### config.mk
export PLATFORM = sky130hd
export DESIGN_NAME = framed_message_deframer_crc32_core
export DESIGN_NICKNAME = d
export VERILOG_FILES = /design/src/rtl/fmd_pkg.sv /design/src/rtl/fmd_crc_step.sv /design/src/rtl/fmd_parser.sv /design/src/rtl/fmd_out_buf.sv /design/src/rtl/framed_message_deframer_crc32_core.sv
export SDC_FILE = /design/constraint.sdc
export NUM_CORES = 1
export LEC_CHECK = 0
export BUFFER_PORTS_ARGS = -buffer_cell sky130_fd_sc_hd__buf_4
export CORE_MARGIN = 4
export CORE_UTILIZATION = 40
export CTS_CLUSTER_SIZE = 16
export DETAILED_ROUTE_END_ITERATION = 12
export GPL_TIMING_DRIVEN = 0
export SLEW_MARGIN = 30
export SYNTH_ARGS = -nofsm -noshare
export SYNTH_HDL_FRONTEND = slang
export SYNTH_HIERARCHICAL = 1
export SYNTH_SLANG_ARGS = --single-unit
### constraint.sdc
create_clock -name clk -period 9.7 [get_ports clk]
set_clock_uncertainty 0.05 [all_clocks]
set_input_delay 1.455 -clock clk [delete_from_list [all_inputs] [get_ports clk]]
set_output_delay 1.455 -clock clk [all_outputs]
set_load 0.02 [all_outputs]
### src/rtl/fmd_pkg.sv
// Shared types and constants for the framed message deframer with CRC-32 check.
package fmd_pkg;

  localparam logic [31:0] CRC_INIT = 32'hFFFF_FFFF;
  localparam logic [31:0] CRC_POLY = 32'hEDB8_8320;

  localparam int CFG_IDX_W = 3;

  typedef enum logic [CFG_IDX_W-1:0] {
    REG_HEADER_FIRST  = 3'd0,
    REG_HEADER_SECOND = 3'd1,
    REG_FOOTER_FIRST  = 3'd2,
    REG_FOOTER_SECOND = 3'd3,
    REG_CRC_ENABLE    = 3'd4
  } reg_idx_t;

  typedef enum logic [2:0] {
    PH_HUNT1 = 3'd0,
    PH_HUNT2 = 3'd1,
    PH_LENHI = 3'd2,
    PH_LENLO = 3'd3,
    PH_DATA  = 3'd4,
    PH_FOOT1 = 3'd5,
    PH_FOOT2 = 3'd6,
    PH_CRC   = 3'd7
  } phase_t;

  typedef enum logic [1:0] {
    ST_OK         = 2'd0,
    ST_FOOTER_ERR = 2'd1,
    ST_CRC_ERR    = 2'd2
  } frame_status_t;

  typedef enum logic {
    KIND_PAYLOAD = 1'b0,
    KIND_STATUS  = 1'b1
  } kind_t;

  typedef struct packed {
    logic [7:0] header_first;
    logic [7:0] header_second;
    logic [7:0] footer_first;
    logic [7:0] footer_second;
    logic       crc_enable;
  } cfg_t;

  typedef struct packed {
    logic        kind;
    logic [7:0]  payload_byte;
    logic [1:0]  frame_status;
    logic [15:0] frame_length;
  } result_t;

endpackage

### src/rtl/fmd_crc_step.sv
// One-byte update of the reflected CRC-32, unrolled into XOR logic.
module fmd_crc_step
  import fmd_pkg::*;
(
  input  logic [31:0] crc_in,
  input  logic [7:0]  data_in,
  output logic [31:0] crc_out
);

  always_comb begin
    logic [31:0] c;
    c = crc_in ^ {24'd0, data_in};
    for (int k = 0; k < 8; k++) begin
      c = c[0] ? ((c >> 1) ^ CRC_POLY) : (c >> 1);
    end
    crc_out = c;
  end

endmodule

### src/rtl/fmd_parser.sv
// Frame parser: header hunt, length, payload, footer and CRC check, one byte per beat.
module fmd_parser
  import fmd_pkg::*;
(
  input  logic       clk,
  input  logic       rst_n,
  input  cfg_t       cfg,
  input  logic       beat_vld,
  input  logic [7:0] rx_byte,
  output logic       res_vld,
  output result_t    res
);

  phase_t      phase_r, phase_nxt;
  logic [15:0] len_r, len_nxt;
  logic [15:0] rem_r, rem_nxt;
  logic [31:0] crc_r, crc_nxt;
  logic        foot_ok_r, foot_ok_nxt;
  logic [31:0] rcv_r, rcv_nxt;
  logic [1:0]  idx_r, idx_nxt;

  logic [31:0] crc_upd;
  logic [15:0] rem_dec;
  logic [15:0] len_full;
  logic [31:0] rcv_full;

  fmd_crc_step u_crc (
    .crc_in  (crc_r),
    .data_in (rx_byte),
    .crc_out (crc_upd)
  );

  assign rem_dec  = rem_r - 16'd1;
  assign len_full = {len_r[15:8], rx_byte};
  // CRC arrives LSB first: shift in from the top.
  assign rcv_full = {rx_byte, rcv_r[31:8]};

  // next phase
  always_comb begin
    phase_nxt = phase_r;
    if (beat_vld) begin
      case (phase_r)
        PH_HUNT1: if (rx_byte == cfg.header_first) phase_nxt = PH_HUNT2;
        PH_HUNT2: begin
          if (rx_byte == cfg.header_second)     phase_nxt = PH_LENHI;
          else if (rx_byte == cfg.header_first) phase_nxt = PH_HUNT2;
          else                                  phase_nxt = PH_HUNT1;
        end
        PH_LENHI: phase_nxt = PH_LENLO;
        PH_LENLO: phase_nxt = (len_full == 16'd0) ? PH_FOOT1 : PH_DATA;
        PH_DATA:  if (rem_dec == 16'd0) phase_nxt = PH_FOOT1;
        PH_FOOT1: phase_nxt = PH_FOOT2;
        PH_FOOT2: begin
          if (foot_ok_r && rx_byte == cfg.footer_second && cfg.crc_enable)
            phase_nxt = PH_CRC;
          else
            phase_nxt = PH_HUNT1;
        end
        PH_CRC:   if (idx_r == 2'd3) phase_nxt = PH_HUNT1;
        default:  phase_nxt = PH_HUNT1;
      endcase
    end
  end

  // datapath and result
  always_comb begin
    len_nxt     = len_r;
    rem_nxt     = rem_r;
    crc_nxt     = crc_r;
    foot_ok_nxt = foot_ok_r;
    rcv_nxt     = rcv_r;
    idx_nxt     = idx_r;
    res_vld     = 1'b0;
    res         = '0;
    res.frame_length = len_r;
    res.kind         = KIND_STATUS;
    if (beat_vld) begin
      case (phase_r)
        PH_HUNT2: begin
          if (rx_byte == cfg.header_second) begin
            crc_nxt     = CRC_INIT;
            foot_ok_nxt = 1'b0;
            idx_nxt     = 2'd0;
          end
        end
        PH_LENHI: len_nxt = {rx_byte, 8'd0};
        PH_LENLO: begin
          len_nxt = len_full;
          rem_nxt = len_full;
        end
        PH_DATA: begin
          crc_nxt              = crc_upd;
          rem_nxt              = rem_dec;
          res_vld              = 1'b1;
          res.kind             = KIND_PAYLOAD;
          res.payload_byte     = rx_byte;
          res.frame_length     = 16'd0;
        end
        PH_FOOT1: foot_ok_nxt = (rx_byte == cfg.footer_first);
        PH_FOOT2: begin
          if (foot_ok_r && rx_byte == cfg.footer_second) begin
            if (cfg.crc_enable) begin
              idx_nxt = 2'd0;
            end else begin
              res_vld          = 1'b1;
              res.frame_status = ST_OK;
            end
          end else begin
            res_vld          = 1'b1;
            res.frame_status = ST_FOOTER_ERR;
          end
        end
        PH_CRC: begin
          rcv_nxt = rcv_full;
          idx_nxt = idx_r + 2'd1;
          if (idx_r == 2'd3) begin
            res_vld          = 1'b1;
            res.frame_status = (rcv_full == ~crc_r) ? ST_OK : ST_CRC_ERR;
          end
        end
        default: ;
      endcase
    end
  end

  always_ff @(posedge clk) begin
    if (!rst_n) begin
      phase_r   <= PH_HUNT1;
      len_r     <= '0;
      rem_r     <= '0;
      crc_r     <= CRC_INIT;
      foot_ok_r <= 1'b0;
      rcv_r     <= '0;
      idx_r     <= '0;
    end else begin
      phase_r   <= phase_nxt;
      len_r     <= len_nxt;
      rem_r     <= rem_nxt;
      crc_r     <= crc_nxt;
      foot_ok_r <= foot_ok_nxt;
      rcv_r     <= rcv_nxt;
      idx_r     <= idx_nxt;
    end
  end

endmodule

### src/rtl/fmd_out_buf.sv
// Two-entry result buffer: output register plus skid register.
module fmd_out_buf
  import fmd_pkg::*;
(
  input  logic    clk,
  input  logic    rst_n,
  input  logic    push,
  input  result_t push_data,
  output logic    full,
  output logic    out_vld,
  input  logic    out_stall,
  output result_t out_data
);

  logic    out_vld_r, out_vld_nxt;
  logic    skid_vld_r, skid_vld_nxt;
  result_t out_data_r, out_data_nxt;
  result_t skid_data_r, skid_data_nxt;
  logic    take;

  assign take = out_vld_r && !out_stall;

  always_comb begin
    out_vld_nxt   = out_vld_r;
    skid_vld_nxt  = skid_vld_r;
    out_data_nxt  = out_data_r;
    skid_data_nxt = skid_data_r;
    if (take) begin
      if (skid_vld_r) begin
        out_data_nxt = skid_data_r;
        skid_vld_nxt = 1'b0;
      end else begin
        out_vld_nxt = 1'b0;
      end
    end
    // push never coincides with a full skid (input is stalled then)
    if (push) begin
      if (!out_vld_r || (take && !skid_vld_r)) begin
        out_data_nxt = push_data;
        out_vld_nxt  = 1'b1;
      end else begin
        skid_data_nxt = push_data;
        skid_vld_nxt  = 1'b1;
      end
    end
  end

  always_ff @(posedge clk) begin
    if (!rst_n) begin
      out_vld_r  <= 1'b0;
      skid_vld_r <= 1'b0;
    end else begin
      out_vld_r  <= out_vld_nxt;
      skid_vld_r <= skid_vld_nxt;
    end
    out_data_r  <= out_data_nxt;
    skid_data_r <= skid_data_nxt;
  end

  assign full     = skid_vld_r;
  assign out_vld  = out_vld_r;
  assign out_data = out_data_r;

endmodule

### src/rtl/framed_message_deframer_crc32_core.sv
// Top level of the byte-stream frame deframer with CRC-32 check.
//
//   Input channel (in_valid / in_stall / in_rx_byte): one received byte per beat.
//   The block hunts for the two header bytes, reads a big-endian 16-bit length,
//   passes each payload byte out as a kind 0 result, checks the two footer
//   bytes and, with crc_enable set, a 4-byte little-endian CRC-32 over the
//   payload. One kind 1 status result (ok / footer error / CRC error, with
//   the frame length) ends each frame.
//   Result channel (out_valid / out_stall / out_*): zero or one result per
//   input beat, delivered in order.
//   Config channel (cfg_valid / cfg_ready / cfg_index / cfg_data): always
//   ready; index 0..4 selects header_first, header_second, footer_first,
//   footer_second, crc_enable. Other indexes are dropped. Write only when idle.
// Timing: results are formed combinationally and registered in the buffer.
//   Throughput is one byte per cycle while in_stall is low; the CRC byte
//   update is eight unrolled shift/XOR steps that feed back into crc_r.
// Stall: a two-entry result buffer absorbs one result while out_stall is high;
//   in_stall rises only when both entries hold results.
// Reset (rst_n low, synchronous): parser back to header hunt, buffer empty,
//   config registers to AA / 55 / 55 / AA / crc enabled.
module framed_message_deframer_crc32_core
  import fmd_pkg::*;
(
  input  logic        clk,
  input  logic        rst_n,
  input  logic        in_valid,
  output logic        in_stall,
  input  logic [7:0]  in_rx_byte,
  output logic        out_valid,
  input  logic        out_stall,
  output logic        out_kind,
  output logic [7:0]  out_payload_byte,
  output logic [1:0]  out_frame_status,
  output logic [15:0] out_frame_length,
  input  logic        cfg_valid,
  output logic        cfg_ready,
  input  logic [CFG_IDX_W-1:0] cfg_index,
  input  logic [7:0]  cfg_data
);

  cfg_t    cfg_r, cfg_nxt;
  logic    beat;
  logic    res_vld;
  result_t res;
  result_t out_data;
  logic    buf_full;

  // config registers
  assign cfg_ready = 1'b1;

  always_comb begin
    cfg_nxt = cfg_r;
    if (cfg_valid) begin
      case (cfg_index)
        REG_HEADER_FIRST:  cfg_nxt.header_first  = cfg_data;
        REG_HEADER_SECOND: cfg_nxt.header_second = cfg_data;
        REG_FOOTER_FIRST:  cfg_nxt.footer_first  = cfg_data;
        REG_FOOTER_SECOND: cfg_nxt.footer_second = cfg_data;
        REG_CRC_ENABLE:    cfg_nxt.crc_enable    = cfg_data[0];
        default: ;
      endcase
    end
  end

  always_ff @(posedge clk) begin
    if (!rst_n) begin
      cfg_r.header_first  <= 8'hAA;
      cfg_r.header_second <= 8'h55;
      cfg_r.footer_first  <= 8'h55;
      cfg_r.footer_second <= 8'hAA;
      cfg_r.crc_enable    <= 1'b1;
    end else begin
      cfg_r <= cfg_nxt;
    end
  end

  // input beat handshake
  assign in_stall = buf_full;
  assign beat     = in_valid && !buf_full;

  fmd_parser u_parser (
    .clk      (clk),
    .rst_n    (rst_n),
    .cfg      (cfg_r),
    .beat_vld (beat),
    .rx_byte  (in_rx_byte),
    .res_vld  (res_vld),
    .res      (res)
  );

  fmd_out_buf u_out_buf (
    .clk       (clk),
    .rst_n     (rst_n),
    .push      (res_vld),
    .push_data (res),
    .full      (buf_full),
    .out_vld   (out_valid),
    .out_stall (out_stall),
    .out_data  (out_data)
  );

  assign out_kind         = out_data.kind;
  assign out_payload_byte = out_data.payload_byte;
  assign out_frame_status = out_data.frame_status;
  assign out_frame_length = out_data.frame_length;

endmodule

==> Word level (Yosys, flattened, before mapping) <==
Cells that the tools add are included.
{ "op_classes": {"addsub": 2, "mul": 0, "div_mod_pow": 0, "n_lt_le_gt_ge": 0, "n_eq_ne": 23, "shift": 0, "n_mux": 49, "n_bitwise": 12, "n_reduce_logical": 32} }
{ "ops": {"columns": ["operator", "n"], "rows": [
  ["$mux W32", 9],
  ["$mux W27", 5],
  ["$not A13 Y14", 8],
  ["$pmux W16 S2", 2],
  ["$pmux W32 S2", 1],
  ["$eq A32 B32 Y1", 1],
  ["$eq A8 B8 Y1", 4],
  ["$logic_not A16 Y1", 2],
  ["$not A32 Y32", 1],
  ["$xor A32 B8 Y32", 1],
  ["$pmux W3 S8", 1],
  ["$reduce_and A2 Y1", 9],
  ["$mux W16", 1],
  ["$sub A16 B1 Y16 const B", 1],
  ["$eq A3 B3 Y1 const B", 5],
  ["$mux W1", 15],
  ["$mux W3", 5],
  ["$eq A3 B2 Y1 const B", 4],
  ["$mux W2", 5],
  ["$ne A2 B1 Y1 const B", 5],
  ["$mux W9", 1],
  ["$reduce_and A3 Y1", 3],
  ["$reduce_bool A2 Y1", 4],
  ["$eq A3 B1 Y1 const B", 2],
  ["other kinds (15)", 23]
]} }
{ "totals": {"regBits": 191, "latch_bits": 0, "ram_bits": 0, "mem_bits_ro": 0, "out_inout_bits": 30, "wordCells": 141, "n_memories": 0} }

==> Longest topological paths before layout <==
{ "depth": {"ltp_word": 18, "ltp_mapped": 12, "mapped_depth_nobuf": 9} }

==> By module <==
The synthesis kept the hierarchy.
{ "by_module_without_submodules": {"columns": ["module", "n_inst", "cells_per_inst", "area_per_inst_um2", "seq_area_each_um2"], "rows": [
  ["fmd_parser", 1, 637, 4991.0, 1881.8],
  ["fmd_out_buf", 1, 192, 2352.3, 1391.3],
  ["framed_message_deframer_crc32_core", 1, 133, 1373.8, 660.6],
  ["fmd_crc_step", 1, 71, 790.8, 0.0]
]} }

==> Worst setup path after synthesis <==
OpenSTA, ideal clock, no wires.
{ "synth_timing": {"path_kind": "input -> register", "from": "input port in_rx_byte[3]", "to": "register u_out_buf/skid_data_r[0] in the netlist's numbering, enable pin", "setup_ns": 0.445, "arrival_time_ns": 4.532, "t_required_ns": 9.205, "slack_ns": 4.673, "cell_stages": 9, "n_path_buf": 1, "cell_sequence": "clkbuf_1 > xor2_1 > nor4_1 > nand3_1 > nor2_1 > o21ai_0 > and3_1 > inv_1 > nor3_1"} }
{ "synth_between": {"elab_chain_cells": 6} }
{ "synth_rtl": {"columns": ["element", "line_no", "rtl"], "rows": [
  ["from (decl)", "framed_message_deframer_crc32_core.sv:28", "input logic [7:0] in_rx_byte,"],
  ["$eq A8 B8 Y1", "fmd_parser.sv:101", "if (foot_ok_r && rx_byte == cfg.footer_second) begin"],
  ["$logic_and A1 B1 Y1", "fmd_parser.sv:101", null],
  ["$mux W1", "fmd_parser.sv:101", null],
  ["$pmux W1 S3", "fmd_parser.sv:78", "case (phase_r)"],
  ["$mux W1", "fmd_parser.sv:77", "if (beat_vld) begin"],
  ["via res_vld", "framed_message_deframer_crc32_core.sv:43", "logic res_vld;"],
  ["$reduce_and A2 Y1 (no source line)", null, null],
  ["to (signal assigned)", "fmd_out_buf.sv:57", "skid_data_r <= skid_data_nxt;"],
  ["to (decl)", "fmd_out_buf.sv:18", "result_t skid_data_r, skid_data_nxt;"]
]} }
The timed path passes the listed nets, and every way through them passes these cells.
A chain may end at the register's enable or synchronous reset.

==> Worst setup path in the final report <==
{ "layout_timing": {"from": "input port in_rx_byte[0]", "to": "register u_parser.crc_r[13]"} }
{ "layout_between": {"elab_chain_cells": 12} }
{ "layout_rtl": {"columns": ["element", "line_no", "rtl"], "rows": [
  ["$xor A32 B8 Y32", "fmd_crc_step.sv:12", "c = crc_in ^ {24'd0, data_in};"],
  ["$mux W32", "fmd_crc_step.sv:14", "c = c[0] ? ((c >> 1) ^ CRC_POLY) : (c >> 1);"],
  ["$not A13 Y14 (no source line)", null, null],
  ["$mux W32 (4 in series)", "fmd_crc_step.sv:14", null],
  ["$not A13 Y14 (no source line)", null, null],
  ["$mux W32 (3 in series)", "fmd_crc_step.sv:14", null],
  ["$pmux W32 S2", "fmd_parser.sv:78", null],
  ["to (signal assigned)", "fmd_parser.sv:139", "crc_r <= crc_nxt;"],
  ["to (decl)", "fmd_parser.sv:17", "logic [31:0] crc_r, crc_nxt;"]
]} }
Parallel ways exist; a longest one is shown, timed or not.

==> out/metrics.cfg <==
[cts]
worst_skew_pair.late_latency_ps = 440
cts_tree = done
cts-htree-levels = 4
clock_transition_at_the_registers_of_the_reported_paths_ps = 70
post_cts.repair.setup_buffers = 0
clockRootBuffer = clkbuf_16
cts_buffers = 17
post_cts_resized = 0
cts-hold-fix-buffers = 0
cts-root-to-sink-buffers = 2
clock-sinks = 183

[yosys]
synth_cell_area_um2 = 9510
synth_top_flop_cell = dfxtp_1
average_size_of_a_mapped_cell_um2 = 9.20
netlist-cell-type-count = 66
synth_nets = 1060
synthesis.instances = 1033
synth-warning-count = 6
share_of_flip_flops_with_an_asynchronous_set_or_reset = 0
synth_edf_count = 27
yosysSeqAreaShare = 0.414
yosys_register_bits = 183

[setup_path]
timing.reg2reg.worst_path_depth = 8
r2r-start = u_out_buf/full
critPathArrivalTime_ps = 4440
crit_path_max_fanout = 10
worst_setup_path_startpoint = in_rx_byte[0]
end_kind = register
critical_path.reg2reg.endpoint = u_out_buf/out_data[21]
cp_data_required_time_ps = 10010
critical_path_class = in2reg
setup.worst_path.start_class = input pin
worst-r2r-setup-slack_ps = 6640

[timing]
clock.fmax_ghz = 0.242
final_report_setup_violation_count = 0
final_hold_viol_count = 0
max_transition_viols_final = 0
final_worst_path_period_share = 0.425
final_setup_tns_ps = 0
worstMarginPinSlew_ps = 1030
worst_slew_margin_rel = 0.311
fin_crit_ps = 4120
grt_setup_unrepaired = no

[global_route]
pin_count_of_the_biggest_net_entering_global_routing = 20
grt_pass1_vias = 7255
grt_pass1_wl_um = 40100
grt_antenna_before_repair = 0
grt_usage = 0.192
grt_remaining_overflow = 0

[pwr]
power.leakage_nw = 4.03
power_density_nw_per_um2 = 146
fin_total_pwr_mw = 1.59
ir_drop_v = 0.000100

[layout]
layout.cells.most_common = dfxtp_1
drive_gt1_frac = 0.137
final_cell_mix = dfxtp_1, nand2_1, xor2_1
num_antenna_cells = 0
finish.instance_area_um2 = 10900
number_of_filler_cells_placed_in_the_layout = 2342
final_net_count = 1134
syn_to_final_growth_pct = 14.8

[die]
floorplan.die_area_um2 = 26300
die_width_um = 162
placementRows = 56
ioPinCount = 54
core_area_um2 = 23400
initial_core_util = 0.406
height_of_the_die_um = 162

[placed_design]
placer_congestion = 0.928
placed_area_um2 = 10300
port_buffers = 52
hpwlAfterDp_um = 18000

[detailed_routing]
routed_wirelength_um = 25000
drc_errors = 0
routed-via-count = 7545
route.detailed.wl_per_inst_um = 17.4
route.detailed.vias_per_inst = 5.24
antenna_left = 0
initialDrtViolationCount = 523
drt_first_pass_iters = 5

[run]
cap_violations = 0

[hold_path]
hold_depth = 2
min_path_type = reg2reg
min-delay-start = u_parser/len_r[4]
worstHoldEndpoint = u_parser/len_r[4]

[run_status]
result_of_the_run = completed

## worst max-delay path, cell delays in order
cell and delay, ps:
buf_4 130, clkbuf_1 720, xor2_1 150, nor4_1 580, nand4b_1 160, a21oi_1 480, clkbuf_1 470, o22ai_1 170
nand2_1 100
## cells by family (layout without fill, tap and decap cells)
kind of cell	count (synthesis)	after routing	share of synthesized area
other cells	1	1	0.000394
flops	183	183	0.414
mux	34	34	0.0358
xor+xnor	136	136	0.144
fa+ha+maj	3	3	0.00395
compound gates	217	217	0.166
buf+inv	106	193	0.0529
simple gates	353	353	0.183
## cell usage after synthesis, types with 4 or more instances
master / number / area (um^2)
buf_6: 7 / 78.8
nor2_1: 54 / 203
or3_1: 7 / 43.8
a21oi_1: 36 / 180
mux2i_1: 34 / 340
edfxtp_1: 27 / 811
a22oi_1: 5 / 37.5
nor2b_1: 58 / 363
clkbuf_1: 48 / 180
dfxtp_1: 156 / 3120
xor2_1: 69 / 604
nor3_1: 13 / 65.1
xnor2_4: 5 / 138
nand3b_1: 4 / 30.0
o22ai_1: 59 / 369
a21boi_0: 47 / 353
and2_1: 11 / 68.8
a221oi_2: 20 / 300
nand3_1: 6 / 30.0
nor4_1: 13 / 81.3
nand2b_1: 6 / 37.5
inv_1: 36 / 135
a221oi_1: 7 / 61.3
xnor2_2: 4 / 65.1
nand2_1: 150 / 563
buf_2: 7 / 35.0
o21ai_0: 24 / 120
nand4_1: 11 / 68.8
xnor2_1: 54 / 473
## cell type report
| cell class | instances | area (um^2) | share of cell area |
|---|---|---|---|
| Timing Repair Buffer | 55 | 413 | 0.0378 |
| Buffer | 68 | 360 | 0.0330 |
| Sequential cell | 183 | 3930 | 0.361 |
| Tap cell | 319 | 399 | 0.0366 |
| Clock buffer | 17 | 425 | 0.0390 |
| Inverter | 38 | 143 | 0.0131 |
| Clock inverter | 15 | 156 | 0.0143 |
| Multi-Input combinational cell | 744 | 5080 | 0.466 |
## sequential cells by signal (all words and copies together) (netlist names)
| register | count |
|---|---|
| u_parser/rcv_r | 24 |
| u_out_buf/full | 1 |
| u_parser/idx_r | 2 |
| u_parser/len_r | 16 |
| u_out_buf/out_vld | 1 |
| u_out_buf/skid_data_r | 27 |
| u_parser/rem_r | 16 |
| u_parser/phase_r | 3 |
| u_out_buf/out_data | 27 |
| u_parser/foot_ok_r | 1 |
| u_parser/crc_r | 32 |
| cfg_r | 33 |
## layer usage
layer / share of wire / track usage / routed length [um] / vias up
met1: 0.50 / 0.284 / 12500 / 3601
met3: 0.050 / 0.0266 / 1240 / 31
met4: 0.019 / 0.0627 / 471 / 0
li1: - / - / - / 3719
met2: 0.43 / 0.288 / 10800 / 194
met5: 0 / 0 / 0 / -
## power by group
part	switching [mW]	internal [mW]
Clock	0.341	0.345
Sequential	0.00212	0.769
Combinational	0.0753	0.0599
## worst max-delay path by stage
stage,to,slack [ps],depth (start not counted)
2_1_floorplan,u_out_buf/skid_data_r[0],4670,9
3_3_place_gp,u_out_buf/skid_data_r[7],3120,10
3_5_place_dp,u_out_buf/out_data[9],5200,13
4_1_cts,u_out_buf/out_data[9],5660,13
5_1_grt,u_parser/crc_r[16],5470,9
6_report,u_parser/crc_r[13],5580,9
## through the flow
| step | hold WS (ps) | worst slack [ps] | util | instances |
|---|---|---|---|---|
| floorplan | 386 | 4670 | - | 1033 |
| global placement | 398 | 3120 | 0.440 | 1404 |
| detailed placement | 409 | 5200 | 0.441 | 1407 |
| CTS | 418 | 5660 | 0.466 | 1439 |
| global route | 437 | 5470 | 0.466 | 1439 |
| finish | 415 | 5580 | 0.466 | 1439 |
Power figures use the tool's default switching activity.
